===== src/tevq_pkg.sv =====
// Shared types and constants for the touch event qualifier and queue.
// No dependencies; every module of the block imports this package.
`default_nettype none

package tevq_pkg;

   // Default sizes of the event queue and of one coordinate.
   localparam int QUEUE_DEPTH_DEFAULT = 32;
   localparam int COORD_BITS_DEFAULT  = 16;

   // Register file geometry.
   localparam int CSR_ADDR_BITS = 5;
   localparam int CSR_DATA_BITS = 32;

   // Register reset values.
   localparam logic [15:0] RELEASE_TIMEOUT_RESET = 16'd80;
   localparam logic [4:0]  FAIL_LIMIT_RESET      = 5'd20;
   localparam logic [15:0] INIT_RETRY_RESET      = 16'd1000;
   localparam logic [15:0] POLL_MIN_RESET        = 16'd8000;
   localparam logic [15:0] POLL_MAX_RESET        = 16'd50000;

   // Register indexes (byte address divided by four).
   typedef enum logic [2:0] {
      REG_RELEASE_TIMEOUT = 3'd0,
      REG_FAIL_LIMIT      = 3'd1,
      REG_INIT_RETRY      = 3'd2,
      REG_POLL_MIN        = 3'd3,
      REG_POLL_MAX        = 3'd4
   } reg_index_type;

   // Item commands and controller read outcomes.
   localparam logic       CMD_POLL       = 1'b0;
   localparam logic       CMD_READ       = 1'b1;
   localparam logic [1:0] STATUS_OK      = 2'd0;
   localparam logic [1:0] STATUS_NO_DATA = 2'd1;
   localparam logic [1:0] STATUS_NO_RESP = 2'd2;

   typedef logic [15:0] coord_type;

   // Input word.
   typedef struct packed {
      logic        command;
      logic [31:0] now_ms;
      logic [1:0]  read_status;
      logic [2:0]  point_count;
      coord_type   point_x;
      coord_type   point_y;
      logic        release_hint;
      logic        init_ok;
   } req_type;

   // Result word.
   typedef struct packed {
      logic        event_valid;
      logic        event_pressed;
      coord_type   event_x;
      coord_type   event_y;
      logic        queue_nonempty;
      logic        wakeup;
      logic        link_down;
      logic [15:0] poll_interval_us;
   } rsp_type;

   // Queue operation requested for one accepted word.
   typedef struct packed {
      logic push;
      logic pop;
   } ring_op_type;

   // Queue status for the same word, valid in the cycle of the request.
   typedef struct packed {
      logic pop_hit;
      logic nonempty;
   } ring_stat_type;

endpackage

`default_nettype wire


===== src/touch_event_qualifier_queue_top.sv =====
// Touch event qualifier top level: link and press tracking, poll backoff and
// the register port. Depends on tevq_pkg and tevq_ring.
`default_nettype none

// The block takes one word per clock cycle while the result side keeps up,
// poll results and read requests alike, and gives exactly one result word for
// each, through the pipeline stage and then the output register. The rate rests
// on the registered update of the link and press registers and the registered
// read of the event memory; a result that waits on the output stops the next
// word from entering once the stage before it also holds one, and the output
// and that stage give room for two results. The event memory needs no clearing
// after reset. The user must write registers through the register port only
// while the block is idle; the block itself does not enforce it.
module touch_event_qualifier_queue_top
   import tevq_pkg::*;
#(
   parameter int QUEUE_DEPTH = QUEUE_DEPTH_DEFAULT,
   parameter int COORD_BITS  = COORD_BITS_DEFAULT
) (
   input  wire logic                     clock,
   input  wire logic                     reset,
   input  wire logic                     req_valid,
   output logic                          req_ready,
   input  wire req_type                  req_data,
   output logic                          rsp_valid,
   input  wire logic                     rsp_ready,
   output rsp_type                       rsp_data,
   input  wire logic                     csr_psel,
   input  wire logic                     csr_penable,
   input  wire logic                     csr_pwrite,
   input  wire logic [CSR_ADDR_BITS-1:0] csr_paddr,
   input  wire logic [CSR_DATA_BITS-1:0] csr_pwdata,
   output logic      [CSR_DATA_BITS-1:0] csr_prdata,
   output logic                          csr_pready
);

   localparam int EV_BITS = 2 * COORD_BITS + 1;

   // Configuration registers.
   logic [15:0] release_timeout_ff;
   logic [4:0]  fail_limit_ff;
   logic [15:0] init_retry_ff;
   logic [15:0] poll_min_ff;
   logic [15:0] poll_max_ff;
   logic        csr_write;
   reg_index_type csr_index;

   // Qualifier state.
   logic                  link_ready_ff, link_ready_in;
   logic [31:0]           retry_at_ff, retry_at_in;
   logic [4:0]            fail_count_ff, fail_count_in;
   logic                  pressed_ff, pressed_in;
   logic [31:0]           last_touch_ff, last_touch_in;
   logic [COORD_BITS-1:0] last_x_ff, last_x_in;
   logic [COORD_BITS-1:0] last_y_ff, last_y_in;
   logic                  last_known_ff, last_known_in;
   logic [EV_BITS-1:0]    last_event_ff, last_event_in;
   logic [15:0]           interval_ff, interval_in;

   // Pipeline stage and output register.
   logic    accept;
   logic    pipe_move;
   logic    pipe_valid_ff, pipe_valid_in;
   rsp_type pipe_rsp_ff, pipe_rsp_in;
   logic    out_valid_ff, out_valid_in;
   rsp_type out_rsp_ff, out_rsp_in;

   // Poll decode.
   logic                  is_read;
   logic [COORD_BITS-1:0] px, py;
   logic [32:0]           retry_sum;
   logic [31:0]           elapsed;
   logic                  no_resp;
   logic [4:0]            fail_next;
   logic                  lose;
   logic                  pressed_live;
   logic                  rel_timeout;
   logic                  rel_any;
   logic                  press;
   logic [EV_BITS-1:0]    ev;
   logic                  push_ev;
   logic                  wake;
   logic [16:0]           doubled;
   logic [15:0]           poll_out;

   ring_op_type        ring_op;
   ring_stat_type      ring_stat;
   logic [EV_BITS-1:0] ring_rd_data;

   // Handshake: the stage takes a word when it is empty or moving on.
   assign pipe_move = pipe_valid_ff && (!out_valid_ff || rsp_ready);
   assign req_ready = !pipe_valid_ff || pipe_move;
   assign accept    = req_valid && req_ready;
   assign rsp_valid = out_valid_ff;
   assign rsp_data  = out_rsp_ff;

   // Register port: writes complete in the access phase, reads are plain.
   assign csr_pready = 1'b1;
   assign csr_write  = csr_psel && csr_penable && csr_pwrite;
   assign csr_index  = reg_index_type'(csr_paddr[CSR_ADDR_BITS-1:2]);

   always_comb begin
      case (csr_index)
         REG_RELEASE_TIMEOUT: csr_prdata = CSR_DATA_BITS'(release_timeout_ff);
         REG_FAIL_LIMIT:      csr_prdata = CSR_DATA_BITS'(fail_limit_ff);
         REG_INIT_RETRY:      csr_prdata = CSR_DATA_BITS'(init_retry_ff);
         REG_POLL_MIN:        csr_prdata = CSR_DATA_BITS'(poll_min_ff);
         REG_POLL_MAX:        csr_prdata = CSR_DATA_BITS'(poll_max_ff);
         default:             csr_prdata = '0;
      endcase
   end

   always_ff @(posedge clock) begin
      if (reset) begin
         release_timeout_ff <= RELEASE_TIMEOUT_RESET;
         fail_limit_ff      <= FAIL_LIMIT_RESET;
         init_retry_ff      <= INIT_RETRY_RESET;
         poll_min_ff        <= POLL_MIN_RESET;
         poll_max_ff        <= POLL_MAX_RESET;
      end else if (csr_write) begin
         case (csr_index)
            REG_RELEASE_TIMEOUT: release_timeout_ff <= csr_pwdata[15:0];
            REG_FAIL_LIMIT:      fail_limit_ff      <= csr_pwdata[4:0];
            REG_INIT_RETRY:      init_retry_ff      <= csr_pwdata[15:0];
            REG_POLL_MIN:        poll_min_ff        <= csr_pwdata[15:0];
            REG_POLL_MAX:        poll_max_ff        <= csr_pwdata[15:0];
            default: ;
         endcase
      end
   end

   // Decode terms shared by the branches below.
   assign is_read   = (req_data.command == CMD_READ);
   assign px        = req_data.point_x[COORD_BITS-1:0];
   assign py        = req_data.point_y[COORD_BITS-1:0];
   assign retry_sum = {1'b0, req_data.now_ms} + {17'd0, init_retry_ff};
   assign elapsed   = req_data.now_ms - last_touch_ff;
   assign no_resp   = req_data.read_status[1];
   assign fail_next = no_resp ? fail_count_ff + 5'd1 : 5'd0;
   assign lose      = link_ready_ff && no_resp && (fail_next >= fail_limit_ff);

   // Press tracking while the link is ready. A poll makes at most one event:
   // either a release of the last point or a press at the new point.
   assign pressed_live = pressed_ff && !lose;
   assign rel_timeout  = pressed_live && (elapsed > {16'd0, release_timeout_ff});
   assign press = !(pressed_live && req_data.release_hint)
                  && (req_data.read_status == STATUS_OK)
                  && (req_data.point_count != 3'd0);
   assign rel_any = (lose && pressed_ff)
                    || (pressed_live && req_data.release_hint)
                    || (!press && rel_timeout);
   assign ev = rel_any ? {1'b0, last_x_ff, last_y_ff} : {1'b1, px, py};

   // Duplicate suppression against the last queued event.
   assign push_ev = !is_read && link_ready_ff && (rel_any || press)
                    && !(last_known_ff && (last_event_ff == ev));
   assign wake    = push_ev;
   assign doubled = {interval_ff, 1'b0};

   // Next state of the qualifier for one accepted word.
   always_comb begin
      link_ready_in = link_ready_ff;
      retry_at_in   = retry_at_ff;
      fail_count_in = fail_count_ff;
      pressed_in    = pressed_ff;
      last_touch_in = last_touch_ff;
      last_x_in     = last_x_ff;
      last_y_in     = last_y_ff;
      last_known_in = last_known_ff;
      last_event_in = last_event_ff;
      interval_in   = interval_ff;
      poll_out      = interval_ff;
      if (!is_read) begin
         if (!link_ready_ff) begin
            // Init attempt once the retry time has come.
            if (req_data.now_ms >= retry_at_ff) begin
               if (req_data.init_ok) begin
                  link_ready_in = 1'b1;
                  fail_count_in = '0;
                  interval_in   = poll_min_ff;
               end else begin
                  retry_at_in = retry_sum[32] ? '1 : retry_sum[31:0];
               end
            end
            poll_out = poll_max_ff;
         end else begin
            fail_count_in = lose ? 5'd0 : fail_next;
            if (lose) begin
               link_ready_in = 1'b0;
               retry_at_in   = req_data.now_ms;
            end
            if (press) begin
               last_touch_in = req_data.now_ms;
               pressed_in    = 1'b1;
               last_x_in     = px;
               last_y_in     = py;
            end else if (rel_any) begin
               pressed_in = 1'b0;
            end
            if (push_ev) begin
               last_known_in = 1'b1;
               last_event_in = ev;
            end
            // Backoff: fast while active, otherwise doubling to the cap.
            if (wake || press || pressed_live) begin
               interval_in = poll_min_ff;
            end else if (interval_ff < poll_max_ff) begin
               interval_in = (doubled > {1'b0, poll_max_ff}) ? poll_max_ff : doubled[15:0];
            end
            poll_out = interval_in;
         end
      end
   end

   // Queue access for this word.
   assign ring_op.push = accept && push_ev;
   assign ring_op.pop  = accept && is_read;

   tevq_ring #(
      .QUEUE_DEPTH (QUEUE_DEPTH),
      .COORD_BITS  (COORD_BITS)
   ) u_ring (
      .clock      (clock),
      .reset      (reset),
      .op         (ring_op),
      .push_data  (ev),
      .stat       (ring_stat),
      .rd_data_ff (ring_rd_data)
   );

   // Result fields known at acceptance; event fields follow from memory.
   always_comb begin
      pipe_rsp_in                  = '0;
      pipe_rsp_in.event_valid      = is_read && ring_stat.pop_hit;
      pipe_rsp_in.queue_nonempty   = ring_stat.nonempty;
      pipe_rsp_in.wakeup           = !is_read && wake;
      pipe_rsp_in.link_down        = !is_read && lose;
      pipe_rsp_in.poll_interval_us = poll_out;
   end

   always_comb begin
      out_rsp_in = pipe_rsp_ff;
      if (pipe_rsp_ff.event_valid) begin
         out_rsp_in.event_pressed = ring_rd_data[EV_BITS-1];
         out_rsp_in.event_x       = coord_type'(ring_rd_data[2*COORD_BITS-1:COORD_BITS]);
         out_rsp_in.event_y       = coord_type'(ring_rd_data[COORD_BITS-1:0]);
      end
   end

   assign pipe_valid_in = accept ? 1'b1 : (pipe_move ? 1'b0 : pipe_valid_ff);
   assign out_valid_in  = pipe_move ? 1'b1 : (rsp_ready ? 1'b0 : out_valid_ff);

   // State registers.
   always_ff @(posedge clock) begin
      if (reset) begin
         link_ready_ff <= 1'b0;
         retry_at_ff   <= '0;
         fail_count_ff <= '0;
         pressed_ff    <= 1'b0;
         last_touch_ff <= '0;
         last_x_ff     <= '0;
         last_y_ff     <= '0;
         last_known_ff <= 1'b0;
         last_event_ff <= '0;
         interval_ff   <= POLL_MIN_RESET;
         pipe_valid_ff <= 1'b0;
         out_valid_ff  <= 1'b0;
      end else begin
         if (accept) begin
            link_ready_ff <= link_ready_in;
            retry_at_ff   <= retry_at_in;
            fail_count_ff <= fail_count_in;
            pressed_ff    <= pressed_in;
            last_touch_ff <= last_touch_in;
            last_x_ff     <= last_x_in;
            last_y_ff     <= last_y_in;
            last_known_ff <= last_known_in;
            last_event_ff <= last_event_in;
            interval_ff   <= interval_in;
         end
         pipe_valid_ff <= pipe_valid_in;
         out_valid_ff  <= out_valid_in;
      end
   end

   // Payload registers.
   always_ff @(posedge clock) begin
      if (accept) begin
         pipe_rsp_ff <= pipe_rsp_in;
      end
      if (pipe_move) begin
         out_rsp_ff <= out_rsp_in;
      end
   end

endmodule

`default_nettype wire


===== src/tevq_ring.sv =====
// Event ring queue: a synchronous memory with write and read indexes that
// overwrites the oldest entry when full. Depends on tevq_pkg.
`default_nettype none

module tevq_ring
   import tevq_pkg::*;
#(
   parameter int QUEUE_DEPTH = QUEUE_DEPTH_DEFAULT,
   parameter int COORD_BITS  = COORD_BITS_DEFAULT
) (
   input  wire logic                    clock,
   input  wire logic                    reset,
   input  wire ring_op_type             op,
   input  wire logic [2*COORD_BITS:0]   push_data,
   output ring_stat_type                stat,
   output logic      [2*COORD_BITS:0]   rd_data_ff
);

   localparam int IDX_BITS  = $clog2(2 * QUEUE_DEPTH);
   localparam int SLOT_BITS = $clog2(QUEUE_DEPTH);
   localparam int EV_BITS   = 2 * COORD_BITS + 1;
   localparam logic [IDX_BITS-1:0] DEPTH_IDX = IDX_BITS'(QUEUE_DEPTH);
   localparam logic [IDX_BITS-1:0] LAST_IDX  = IDX_BITS'(2 * QUEUE_DEPTH - 1);

   logic [EV_BITS-1:0]  mem [QUEUE_DEPTH];
   logic [IDX_BITS-1:0] wr_idx_ff, wr_idx_in;
   logic [IDX_BITS-1:0] rd_idx_ff, rd_idx_in;
   logic [IDX_BITS-1:0] count;
   logic                full;
   logic                do_read;

   // Indexes run over twice the depth so that full and empty differ.
   function automatic logic [IDX_BITS-1:0] next_idx(input logic [IDX_BITS-1:0] idx);
      return (idx == LAST_IDX) ? '0 : idx + 1'b1;
   endfunction

   function automatic logic [SLOT_BITS-1:0] slot_of(input logic [IDX_BITS-1:0] idx);
      logic [IDX_BITS-1:0] s;
      s = (idx >= DEPTH_IDX) ? idx - DEPTH_IDX : idx;
      return s[SLOT_BITS-1:0];
   endfunction

   // Fill level; when the write index is below the read index, twice the depth is added.
   always_comb begin
      if (wr_idx_ff >= rd_idx_ff) begin
         count = wr_idx_ff - rd_idx_ff;
      end else begin
         count = wr_idx_ff + IDX_BITS'(2 * QUEUE_DEPTH) - rd_idx_ff;
      end
   end

   assign full    = (count == DEPTH_IDX);
   assign do_read = op.pop && (count != '0);

   // Index updates: a push into a full queue drops the oldest entry.
   always_comb begin
      wr_idx_in = wr_idx_ff;
      rd_idx_in = rd_idx_ff;
      if (op.push) begin
         wr_idx_in = next_idx(wr_idx_ff);
         if (full) begin
            rd_idx_in = next_idx(rd_idx_ff);
         end
      end else if (do_read) begin
         rd_idx_in = next_idx(rd_idx_ff);
      end
   end

   // Status after this operation.
   always_comb begin
      stat.pop_hit  = do_read;
      stat.nonempty = op.push || (op.pop ? (count > IDX_BITS'(1)) : (count != '0));
   end

   always_ff @(posedge clock) begin
      if (reset) begin
         wr_idx_ff <= '0;
         rd_idx_ff <= '0;
      end else begin
         wr_idx_ff <= wr_idx_in;
         rd_idx_ff <= rd_idx_in;
      end
   end

   // Event memory: one write port, one registered read port.
   always_ff @(posedge clock) begin
      if (op.push) begin
         mem[slot_of(wr_idx_ff)] <= push_data;
      end
      if (do_read) begin
         rd_data_ff <= mem[slot_of(rd_idx_ff)];
      end
   end

endmodule

`default_nettype wire


===== config.mk =====
export PLATFORM = sky130hd
export DESIGN_NAME = touch_event_qualifier_queue_top
export DESIGN_NICKNAME = d
export VERILOG_FILES = /design/src/tevq_pkg.sv /design/src/touch_event_qualifier_queue_top.sv /design/src/tevq_ring.sv
export SDC_FILE = /design/constraint.sdc
export NUM_CORES = 2
export LEC_CHECK = 0
export BUFFER_PORTS_ARGS = -buffer_cell sky130_fd_sc_hd__buf_4
export CORE_MARGIN = 4
export CORE_UTILIZATION = 55
export DETAILED_ROUTE_END_ITERATION = 16
export PLACE_DENSITY = 0.81
export SYNTH_ARGS = -nofsm -noshare
export SYNTH_HDL_FRONTEND = slang
export SYNTH_SLANG_ARGS = --single-unit

===== constraint.sdc =====
create_clock -name clock -period 19.8 [get_ports clock]
set_input_delay 1.98 -clock clock [delete_from_list [all_inputs] [get_ports clock]]
set_output_delay 1.98 -clock clock [all_outputs]
set_load 0.1 [all_outputs]

==> flow_metrics.tcl <==
set metrics [dict create \
    rsz0062_at_grt "no" \
    worst-path-max-fanout 24 \
    multi_input_area_um2 19900 \
    synth-seq-cells 1398 \
    ir_worst_vdd_mv 0.0969 \
    numCtsBuffers 141 \
    synth_warnings 0 \
    synth_area_um2 60800 \
    die_x_um 341 \
    timing.rr.start "last_touch_ff[0]" \
    tightest_slew_ns 1.24 \
    vias 38100 \
    fmax_ghz 0.111 \
    synth_area_leader_cell "edfxtp_1" \
    critPathKind "in2reg" \
    fin_crit_ns 9.00 \
    crit_arrival_ns 9.38 \
    drv_cap 0 \
    dp_hpwl_mm 96.2 \
    yosysSeqAreaShare 0.651 \
    synth_area_leaders "edfxtp_1 57%, mux4_2 12%, dfxtp_1 7.8%" \
    layout_commonest_cell "edfxtp_1" \
    cts_buffer_depth 3 \
    start_util 0.557 \
    drt_iter0_markers 5239 \
    cts_tree "built" \
    hp-start "out_rsp_in[4]" \
    row_count 121 \
    finalHoldViolCount 0 \
    synth_edf_count 1162 \
    synth_top_area_frac 0.574 \
    htree_levels 4 \
    final_util 0.625 \
    clk_latency_ns 0.76 \
    cp-end-kind "register" \
    regArea_um2 39600 \
    final_antenna_net_count 0 \
    fin_worst_skew_ns 0.0288 \
    io_pins 204 \
    antenna_found_initial 3 \
    power_leakage_nw 22.8 \
    design.core.area_um2 109000 \
    design.die.area_um2 116000 \
    slew_viol_final 0 \
    ys.flop_type "edfxtp_1" \
    cts.sinks 1398 \
    die_height_um 341 \
    gr-total-overflow 0 \
    avgSynthCellArea_um2 15.0 \
    drc 0 \
    async_flop_share 0 \
    wl_per_cell_um 29.4 \
    dr.pass1.iters 8 \
    gp_congestion 0.889 \
    drive_gt1_frac 0.204 \
    timing.slew.headroom 0.172 \
    start_kind "primary input" \
    tns_ns 0 \
    min_to "rsp_data[4]" \
    grt_pass1_vias 37500 \
    status "complete, no violations" \
    crit_required_ns 20.18 \
    clk_pin_slew_worst_paths_ns 0.06 \
    fin_nets 4496 \
    r2r_setup_slack_ns 11.90 \
    port_buffers 168 \
    cts-root-buf "clkbuf_16" \
    grtUsageTotal 0.292 \
    ys_types 94 \
    syn_inst 4069 \
    power_density_nw_per_um2 96.5 \
    postCtsSetupBuffers 0 \
    fillers 7552 \
    mostFrequentLayoutCells "1162 x edfxtp_1, 464 x nand2_1, 330 x mux4_2" \
    reg2reg_depth 22 \
    syn2layout_area_growth_pct 12.4 \
    vias_per_cell 6.55 \
    antenna_cells 0 \
    worstHoldPathType "reg2reg" \
    routed_wl_mm 171 \
    finalSetupViolCount 0 \
    min_period_over_period 0.455 \
    hold_path_depth 0 \
    grt_pass1_wl_mm 250 \
    grt_max_degree 164 \
    ctsResizeCount 0 \
    cts_hold_buffers 0 \
    r2r_end "u_ring.mem[27][32]" \
]
## registers in the layout, summed over array words and instances, names as in the netlist, 5 cells and up
signal / flops
release_timeout_ff: 16
poll_max_ff: 16
poll_min_ff: 16
u_ring.rd_idx_ff: 6
init_retry_ff: 16
u_ring.mem: 1056
fail_count_ff: 5
fail_limit_ff: 5
last_y_ff: 16
last_event_ff: 33
retry_at_ff: 32
interval_ff: 16
last_x_ff: 16
u_ring.rd_data_ff: 33
rsp_data: 53
u_ring.wr_idx_ff: 6
out_rsp_in: 20
last_touch_ff: 32
## synthesized netlist by cell type, drive strengths merged, types with 5 or more instances
cell type	instances
mux4	330
o221ai	5
a211o	5
clkbuf	153
a22oi	17
a31oi	13
mux2	35
or2	8
nor3	47
dfxtp	236
o21bai	6
a21o	46
nand2	465
nand4	37
o31ai	6
nand2b	25
a221oi	7
buf	73
o21a	17
nor2b	46
and2	47
and3	43
ha	141
a21boi	6
xor2	43
a2111oi	8
nand3	48
o211ai	25
a21oi	264
nor4	12
xnor2	33
nor2	148
nor3b	15
edfxtp	1162
o21ai	117
or3	6
o2111ai	6
inv	166
mux2i	79
o22ai	21
a211oi	41
## report_power, final
part | leakage [nW] | internal, mW | switching (mW)
sequential | 12.5 | 3.22 | 0.0332
clock | 2.24 | 1.52 | 1.18
combinational | 8.11 | 0.277 | 0.383
total | 22.8 | 5.01 | 1.59
## layout make-up
cell class,count,area share
clock inverter,84,0.0122
tap,1476,0.0270
sequential,1398,0.580
inverter,168,0.00926
multi-input combinational,2292,0.291
clock buffer,172,0.0552
timing repair buffer,235,0.0261
## critical path, cell delays in order
cell and delay (ns):
buf_4 0.11, inv_1 0.06, ha_1 0.22, fa_1 0.41, nand2b_1 0.20, a21o_1 0.19, a21oi_1 0.48, or2_2 0.21
a21o_1 0.11, xor2_1 0.07, ha_1 0.32, nand4_1 0.15, nor4_1 0.40, a22oi_1 0.23, a2111oi_0 0.41, nand4b_1 0.13
or4_1 0.77, a21oi_4 0.23, mux2_2 0.40, and2_1 0.17, a211o_2 0.35, or2_1 0.48, nor2b_4 0.58, buf_4 0.65
## worst max-delay path by stage
stage,start,slack (ns),depth (start not counted),to
after floorplan,req_data[39],9.90,26,u_ring.mem[15][0]
after global placement,req_data[39],9.96,24,u_ring.mem[5][24]
after detailed placement,req_data[39],9.77,24,u_ring.mem[5][21]
after CTS,req_data[39],10.49,24,u_ring.mem[5][5]
after global routing,req_data[39],10.58,24,u_ring.mem[7][30]
final,req_data[39],10.80,24,u_ring.mem[27][32]
## routing by layer
| layer | share of wire | up-vias | global-route usage |
|---|---|---|---|
| li1 | - | 16000 | - |
| met1 | 0.36 | 18900 | 0.383 |
| met2 | 0.49 | 2656 | 0.480 |
| met3 | 0.10 | 589 | 0.0564 |
| met4 | 0.049 | 4 | 0.129 |
| met5 | 0.00013 | - | 0 |
## logic make-up (layout without fill, tap and decap cells)
family	count (synthesis)	count (layout)	share of synthesized area
AO/OA/AOI/OAI	649	649	0.0667
buffers and inverters	394	659	0.0262
flip-flops	1398	1398	0.651
AND/OR/NAND/NOR	962	962	0.0731
XOR/XNOR	76	76	0.0109
other	2	17	0.000123
adder cells (fa/ha/maj)	144	144	0.0300
multiplexers	444	444	0.142
## through the flow
stage                     worst slack [ns]  area (µm²)  hold WS (ns)  instances  total power, mW
final                                10.80       68400         0.418       5825             6.60
after global routing                 10.58       68400         0.424       5825             6.81
after CTS                            10.49       68300         0.419       5824             6.62
after detailed placement              9.77       63700         0.405       5568             3.96
after global placement                9.96       63700         0.401       5568             3.94
after floorplan                       9.90       60900         0.400       4084             3.79
Power figures use the tool's default switching activity.
